==> config.mk <==
export PLATFORM = sky130hd
export DESIGN_NAME = min_stack_diff_encoded
export DESIGN_NICKNAME = d
export VERILOG_FILES = /design/src/hw/rtl/msde_pkg.sv /design/src/hw/rtl/msde_cell.sv /design/src/hw/rtl/min_stack_diff_encoded.sv
export SDC_FILE = /design/constraint.sdc
export NUM_CORES = 2
export LEC_CHECK = 0
export BUFFER_PORTS_ARGS = -buffer_cell sky130_fd_sc_hd__buf_2
export CAP_MARGIN = 20
export CORE_ASPECT_RATIO = 0.9
export CORE_UTILIZATION = 57
export DETAILED_ROUTE_END_ITERATION = 16
export PLACE_DENSITY_LB_ADDON = 0.08
export SLEW_MARGIN = 30
export SYNTH_ARGS = -nofsm -noshare
export SYNTH_HDL_FRONTEND = slang
export SYNTH_SLANG_ARGS = --single-unit
export TNS_END_PERCENT = 20
==> constraint.sdc <==
create_clock -name clk_i -period 44.7 [get_ports clk_i]
set_input_delay 8.94 -clock clk_i [delete_from_list [all_inputs] [get_ports clk_i]]
set_output_delay 8.94 -clock clk_i [all_outputs]
set_load 0.005 [all_outputs]
==> src/hw/rtl/msde_pkg.sv <==
// ----------------------------------------------------------------------------
// msde_pkg
// types and codes shared by the minimum-tracking stack and its cells
// ----------------------------------------------------------------------------
package msde_pkg;

  localparam int unsigned ValueW = 32;
  localparam int unsigned DiffW  = ValueW + 1;

  typedef logic signed [ValueW-1:0] value_t;
  typedef logic signed [DiffW-1:0]  diff_t;

  typedef enum logic {
    KIND_PUSH = 1'b0,
    KIND_POP  = 1'b1
  } kind_e;

  typedef enum logic [1:0] {
    STATUS_OK    = 2'd0,
    STATUS_FULL  = 2'd1,
    STATUS_EMPTY = 2'd2
  } status_e;

  // shift command broadcast along the row of cells
  typedef struct packed {
    logic push;
    logic pop;
  } shift_t;

endpackage

==> src/hw/rtl/msde_cell.sv <==
// ----------------------------------------------------------------------------
// msde_cell
// one stack slot: holds a stored difference, shifts down on push, up on pop
// ----------------------------------------------------------------------------
module msde_cell import msde_pkg::*; (
  input  logic   clk_i,
  input  shift_t shift_i,
  input  diff_t  above_i,
  input  diff_t  below_i,
  output diff_t  diff_o
);

  diff_t diff_q, diff_d;

  always_comb begin
    diff_d = diff_q;
    if (shift_i.push) begin
      diff_d = above_i;
    end else if (shift_i.pop) begin
      diff_d = below_i;
    end
  end

  always_ff @(posedge clk_i) begin
    diff_q <= diff_d;
  end

  assign diff_o = diff_q;

endmodule

==> src/hw/rtl/min_stack_diff_encoded.sv <==
// ----------------------------------------------------------------------------
// min_stack_diff_encoded
// bounded stack of signed 32-bit values that reports its minimum after every
// push or pop; entries are kept as 33-bit differences in a row of shift cells
// ----------------------------------------------------------------------------
// One transaction is taken per cycle while out_ready_i does not hold the
// output. The stack itself is a row of STACK_DEPTH cells that all shift down
// on a push and up on a pop, so the top entry always sits in the first cell
// and each operation is one subtract on the way in. After the state is
// registered, a transaction's result is loaded into an output register that
// is rebuilt from the stored minimum and the first cell with one add; the
// next transaction is accepted in the same cycle as long as that register
// can be refilled. A push to a full stack or a pop from an empty one leaves
// the state unchanged and is flagged in status_o. Cell contents are not
// cleared by reset; only busy, valid, count, minimum and status are.
module min_stack_diff_encoded import msde_pkg::*; #(
  parameter int unsigned STACK_DEPTH = 64
) (
  input  logic                             clk_i,
  input  logic                             rst_ni,
  input  logic                             in_valid_i,
  output logic                             in_ready_o,
  input  logic                             kind_i,
  input  logic signed [31:0]               push_value_i,
  output logic                             out_valid_o,
  input  logic                             out_ready_i,
  output logic signed [31:0]               top_value_o,
  output logic signed [31:0]               min_value_o,
  output logic [$clog2(STACK_DEPTH+1)-1:0] depth_o,
  output logic                             is_empty_o,
  output logic [1:0]                       status_o
);

  localparam int unsigned CntW = $clog2(STACK_DEPTH + 1);
  localparam logic [CntW-1:0] CntFull = CntW'(STACK_DEPTH);

  logic            in_fire, out_load;
  logic            busy_q, busy_d;
  logic            out_valid_q, out_valid_d;
  logic [CntW-1:0] cnt_q, cnt_d;
  value_t          min_q, min_d;
  status_e         status_q, status_d;
  shift_t          shift;
  diff_t           push_diff, sub_diff;
  diff_t           cell_diff [STACK_DEPTH];

  value_t          top_q, top_d, omin_q, omin_d;
  logic [CntW-1:0] depth_q;
  logic            empty_q;
  status_e         ostatus_q;
  diff_t           top_sum;

  assign out_load   = busy_q && (!out_valid_q || out_ready_i);
  assign in_ready_o = !busy_q || out_load;
  assign in_fire    = in_valid_i && in_ready_o;

  // state update
  always_comb begin
    shift     = '0;
    cnt_d     = cnt_q;
    min_d     = min_q;
    status_d  = status_q;
    push_diff = '0;
    sub_diff  = diff_t'({push_value_i[31], push_value_i}) - diff_t'({min_q[31], min_q});
    if (in_fire) begin
      status_d = STATUS_OK;
      if (kind_e'(kind_i) == KIND_PUSH) begin
        if (cnt_q == CntFull) begin
          status_d = STATUS_FULL;
        end else begin
          shift.push = 1'b1;
          cnt_d      = cnt_q + CntW'(1);
          if (cnt_q == '0) begin
            min_d = push_value_i;
          end else begin
            push_diff = sub_diff;
            if (sub_diff[DiffW-1]) begin
              min_d = push_value_i;
            end
          end
        end
      end else begin
        if (cnt_q == '0) begin
          status_d = STATUS_EMPTY;
        end else begin
          shift.pop = 1'b1;
          cnt_d     = cnt_q - CntW'(1);
          if (cell_diff[0][DiffW-1]) begin
            min_d = value_t'(diff_t'({min_q[31], min_q}) - cell_diff[0]);
          end
        end
      end
    end
  end

  // row of cells, top of stack in cell 0
  for (genvar i = 0; i < STACK_DEPTH; i++) begin : g_cell
    diff_t above, below;
    if (i == 0) begin : g_first
      assign above = push_diff;
    end else begin : g_mid
      assign above = cell_diff[i-1];
    end
    if (i == STACK_DEPTH - 1) begin : g_last
      assign below = '0;
    end else begin : g_inner
      assign below = cell_diff[i+1];
    end
    msde_cell u_cell (
      .clk_i   (clk_i),
      .shift_i (shift),
      .above_i (above),
      .below_i (below),
      .diff_o  (cell_diff[i])
    );
  end

  // result build from registered state
  assign top_sum = diff_t'({min_q[31], min_q}) + cell_diff[0];

  always_comb begin
    top_d  = '0;
    omin_d = '0;
    if (cnt_q != '0) begin
      omin_d = min_q;
      if (!cell_diff[0][DiffW-1] && (cell_diff[0] != '0)) begin
        top_d = value_t'(top_sum);
      end else begin
        top_d = min_q;
      end
    end
  end

  always_comb begin
    busy_d      = busy_q;
    out_valid_d = out_valid_q;
    if (out_valid_q && out_ready_i) begin
      out_valid_d = 1'b0;
    end
    if (out_load) begin
      out_valid_d = 1'b1;
      busy_d      = 1'b0;
    end
    if (in_fire) begin
      busy_d = 1'b1;
    end
  end

  always_ff @(posedge clk_i or negedge rst_ni) begin
    if (!rst_ni) begin
      busy_q      <= 1'b0;
      out_valid_q <= 1'b0;
      cnt_q       <= '0;
      min_q       <= '0;
      status_q    <= STATUS_OK;
    end else begin
      busy_q      <= busy_d;
      out_valid_q <= out_valid_d;
      cnt_q       <= cnt_d;
      min_q       <= min_d;
      status_q    <= status_d;
    end
  end

  always_ff @(posedge clk_i) begin
    if (out_load) begin
      top_q     <= top_d;
      omin_q    <= omin_d;
      depth_q   <= cnt_q;
      empty_q   <= (cnt_q == '0);
      ostatus_q <= status_q;
    end
  end

  assign out_valid_o = out_valid_q;
  assign top_value_o = top_q;
  assign min_value_o = omin_q;
  assign depth_o     = depth_q;
  assign is_empty_o  = empty_q;
  assign status_o    = ostatus_q;

endmodule
**Word level (Yosys, flattened, before mapping)**

Cells that the tools add are included.

- Logic and storage cells: 255
- Output and inout port bits: 76
- Flip-flop bits (word level): 2229
- Input bits: 37

- Eq/ne operators: 4
- Multiplexer cells: 154
- Add/subtract/negate cells: 5
- Reductions and logical operators: 18

Operators by type and width:

| cell | count |
|---|---|
| $mux W33 | 132 |
| $mux W32 | 7 |
| $reduce_bool A33 Y1 | 1 |
| $sub A32 B32 Y33 | 1 |
| $add A32 B32 Y32 | 1 |
| $sub A32 B32 Y32 | 1 |
| $mux W7 | 3 |
| $mux W1 | 9 |
| $add A7 B1 Y7 const B | 1 |
| $eq A7 B7 Y1 const B | 1 |
| $logic_not A7 Y1 | 1 |
| $reduce_bool A7 Y1 | 1 |
| $sub A7 B1 Y7 const B | 1 |
| $mux W2 | 3 |
| $reduce_bool A2 Y1 | 3 |
| $reduce_and A5 Y1 | 1 |
| $logic_and A1 B1 Y1 | 4 |
| $ne A2 B2 Y1 const B | 2 |
| $logic_not A1 Y1 | 3 |
| $reduce_and A3 Y1 | 1 |
| $reduce_bool A3 Y1 | 1 |
| $logic_or A1 B1 Y1 | 2 |
| $ne A2 B1 Y1 const B | 1 |

**Longest topological paths before layout**

- Word-level depth: 8
- Gate-level depth with buffers: 16
- Gate-level depth less buffers: 14

**By module**

A second synthesis with hierarchy kept.

- Cells, all modules: 5777
- Area, all modules: 109397.4 um^2

By module, submodules not included:

| module | instances | area an instance (um^2) | seq. area each (um^2) | cells each |
|---|---|---|---|---|
| msde_cell | 64 | 1549.0 | 991.0 | 71 |
| min_stack_diff_encoded | 1 | 10262.3 | 3298.2 | 1233 |

**Worst setup path before layout**

No wires, ideal clock.

- Path kind: input-to-reg
- Start point: in kind_i
- End point: reg cnt_q[6]
- Data required time: 44.499 ns
- Arrival: 52.907 ns
- Buffers on the path: 2
- Stages: 7
- Setup time: 0.201 ns
- Path slack: -8.407 ns
- Cell sequence: clkbuf_1 xor2_1 a21o_1 clkbuf_1 inv_1 nand2_1 xnor2_1

- Cells in the longest elaborated chain, start to end: 2
- Elaborated cells on any way between the ends: 4
- Those cells by class: eq/ne: 2; mux: 1; reduce/logical: 1

RTL lines:

| what | line | source |
|---|---|---|
| from (decl) | min_stack_diff_encoded.sv:23 | `input logic kind_i,` |
| $ne A2 B2 Y1 (no source line) | - |  |
| $reduce_and A3 Y1 (no source line) | - |  |
| to (signal assigned) | min_stack_diff_encoded.sv:159 | `cnt_q <= cnt_d;` |
| to (decl) | min_stack_diff_encoded.sv:40 | `logic [CntW-1:0] cnt_q, cnt_d;` |

Several ways; a longest one is shown, not always the timed one.
A chain may end at the register's enable or synchronous reset.

**Final worst setup path**

- Start point: in out_ready_i
- End point: out in_ready_o

- Cells in the longest elaborated chain, start to end: 3

RTL lines:

| what | line | source |
|---|---|---|
| from (decl) | min_stack_diff_encoded.sv:26 | `input logic out_ready_i,` |
| $logic_or A1 B1 Y1 | min_stack_diff_encoded.sv:53 | `assign out_load = busy_q && (!out_valid_q \|\| out_ready_i);` |
| $logic_and A1 B1 Y1 | min_stack_diff_encoded.sv:53 |  |
| $logic_or A1 B1 Y1 | min_stack_diff_encoded.sv:54 | `assign in_ready_o = !busy_q \|\| out_load;` |
| to (decl) | min_stack_diff_encoded.sv:22 | `output logic in_ready_o,` |

No other way between the ends.

==> reports/qor.txt <==
Share of cells above drive strength 1 = 0.0514
Register area share after synthesis = 0.679
CP startpoint kind = primary input
Max Freq = 54.6 MHz
Worst setup EP type = output pin
Port Buffers = 112
Core area = 0.171 mm^2
Clock slew seen by the registers of the worst setup and hold paths = 60 ps
CP required = 35760 ps
Max-Slew Margin vs Limit = 0.277
Synth Net Count = 10.0k
First-pass GRT wire length = 303000 um
Fin util = 0.628
DIE HEIGHT = 396 um
PD cells = 54.0 mW/mm^2
Clk buf depth = 3
Total Die Area = 0.174 mm^2
Drt first pass iters = 6
WS Path Type = primary input to output pin
Final TNS setup = 0 ps
GRT overflow = 0
Commonest cells after routing, fill and taps aside = 6140 x nand2_1, 2186 x edfxtp_1, 223 x clkbuf_16
GRT Total Usage = 0.205
Drt initial violations = 5316
Tmin final = 18310 ps
Clock sink count = 2229
Initial antenna violation count = 1
Crit path arrival time = 9370 ps
Hold_buf cts = 0
Drt drc = 0
Fillcell total = 14.1k
Post-synth cell types = 75
Flops & latches, synth = 2229
Rows = 144
Ys flop type = edfxtp_1
Number of vias per cell = 5.26
Post-layout net count = 9912
Num ports = 113
Detailed placement HPWL = 105000 um
Clock Latency Late Sink = 830 ps
Pre-CTS setup slack = 26390 ps
Endpoints failing setup = 0
Final setup margin = 26390 ps
Post-CTS Setup Inserts = 0
Drt total wl = 180000 um
Inserted Clock Buffers = 220
Clk root buf = clkbuf_16
Antenna Nets Post-Route = 0
Synth warnings = 0
Initial Utilization = 0.574
Post-Syn Area per Cell = 9.96 um^2
Wirelength per Cell = 14.7 um
Worst vdd ir = 38.8 uV
Final GP Congestion = 0.817
Post-CTS sizing = 0
Commonest non-fill, non-tap cell in the layout = nand2_1
CTS H-tree lvls = 4
Area delta synth->final = 9.35%
Chip width = 440 um
Vias in the first global route = 61.2k
Final Hold Viols = 0
Mapped cell area = 0.0983 mm^2
Via count = 64.3k
Max Cap Viol = 0
Post-synth EDFFs = 2186
Hold crit path type = flip-flop to flip-flop
Post-Synthesis Cells = 9873
Ys async rst share = 0.0193
Pins Over Slew Limit = 0
RSZ-0062 raised after global routing = no
Layout Skew = 18.2 ps
Fin crit share = 0.410
Status = finished, final reports clean
Worst-path fanout max = 3
Least-Margin Pin Slew = 1080 ps
Pleak = 46.7 nW
CTS tree = yes
Pin count of the biggest net entering global routing = 227
[kinds of logic after synthesis]
kind of cell               after synthesis  synth area share
AOI/OAI and AO/OA                      381            0.0248
xor gates and xnor gates                87           0.00775
adders and majority gates              103            0.0134
buffers and inverters                  616            0.0240
DFF                                   2229             0.679
muxes                                   23           0.00235
and+or+nand+nor                       6434             0.249
[state kept, by name, summed over array words and instances (netlist names)]
register	count
top_value_o	32
depth_o	7
g_cell.u_cell.diff_o	2112
min_q	32
cnt_q	7
out_valid_o	1
is_empty_o	1
status_q	2
busy_q	1
min_value_o	32
status_o	2
[critical path, stage by stage]
cell	delay, ps
buf_2	100
nand3b_1	180
buf_2	150
[worst paths after layout]
kind / endpoint / cells after the start / slack [ps] / from
max in group asynchronous: min_q[25] / 2 / 35990 / rst_ni
max reg2reg: g_cell[43].u_cell.diff_o[18] / 15 / 36500 / cnt_q[5]
min: status_o[1] / 0 / 480 / status_q[1]
min reg2reg: status_o[1] / 0 / 480 / status_q[1]
max: in_ready_o / 3 / 26390 / out_ready_i
min in group asynchronous: cnt_q[3] / 2 / 8220 / rst_ni
[per-stage QoR]
step | cells | total power [mW] | hold WS [ps] | area [um^2]
5_1_grt | 12200 | 6.13 | 482 | 108000
4_1_cts | 12200 | 5.88 | 476 | 107000
6_report | 12200 | 5.81 | 479 | 108000
2_1_floorplan | 9873 | 4.05 | 425 | 98300
3_5_place_dp | 11800 | 4.08 | 461 | 100000
3_3_place_gp | 11800 | 4.05 | 446 | 100000
[synthesized netlist by cell type, types with 27 or more instances]
cell type / instances / share of area
and3_1: 42 / 0.0027
xor2_1: 27 / 0.0024
clkbuf_1: 478 / 0.018
a211oi_1: 29 / 0.0022
edfxtp_1: 2186 / 0.67
nor2_1: 151 / 0.0058
ha_1: 99 / 0.013
a21oi_1: 112 / 0.0057
nand2_1: 6142 / 0.23
a21o_1: 31 / 0.0024
xnor2_1: 60 / 0.0053
dfrtp_1: 43 / 0.011
o21ai_0: 97 / 0.0049
inv_1: 103 / 0.0039
[layer usage]
layer  vias to the layer above  GRT usage  routed length [um]
li1                      32100          -                   -
met1                     30900      0.307               86400
met2                       999      0.319               83300
met3                       252     0.0281                6580
met4                         0     0.0484                3350
met5                         -          0                   0
[power breakdown]
part           switching [mW]  internal (mW)
Combinational           0.705          0.388
Sequential              0.176           2.76
Clock                   0.775           1.00
Total                    1.66           4.15
[layout make-up]
cell class | instances | area, um^2 | area share
Timing Repair Buffer | 189 | 1410 | 0.0131
Tap cell | 2263 | 2830 | 0.0263
Clock buffer | 280 | 5790 | 0.0539
Sequential cell | 2229 | 66700 | 0.621
Clock inverter | 125 | 1060 | 0.00987
Multi-Input combinational cell | 7028 | 29300 | 0.272
Antenna cell | 1 | 2.50 | 0.0000233
Inverter | 104 | 394 | 0.00367
No activity file was read; power rests on OpenSTA's default activity.
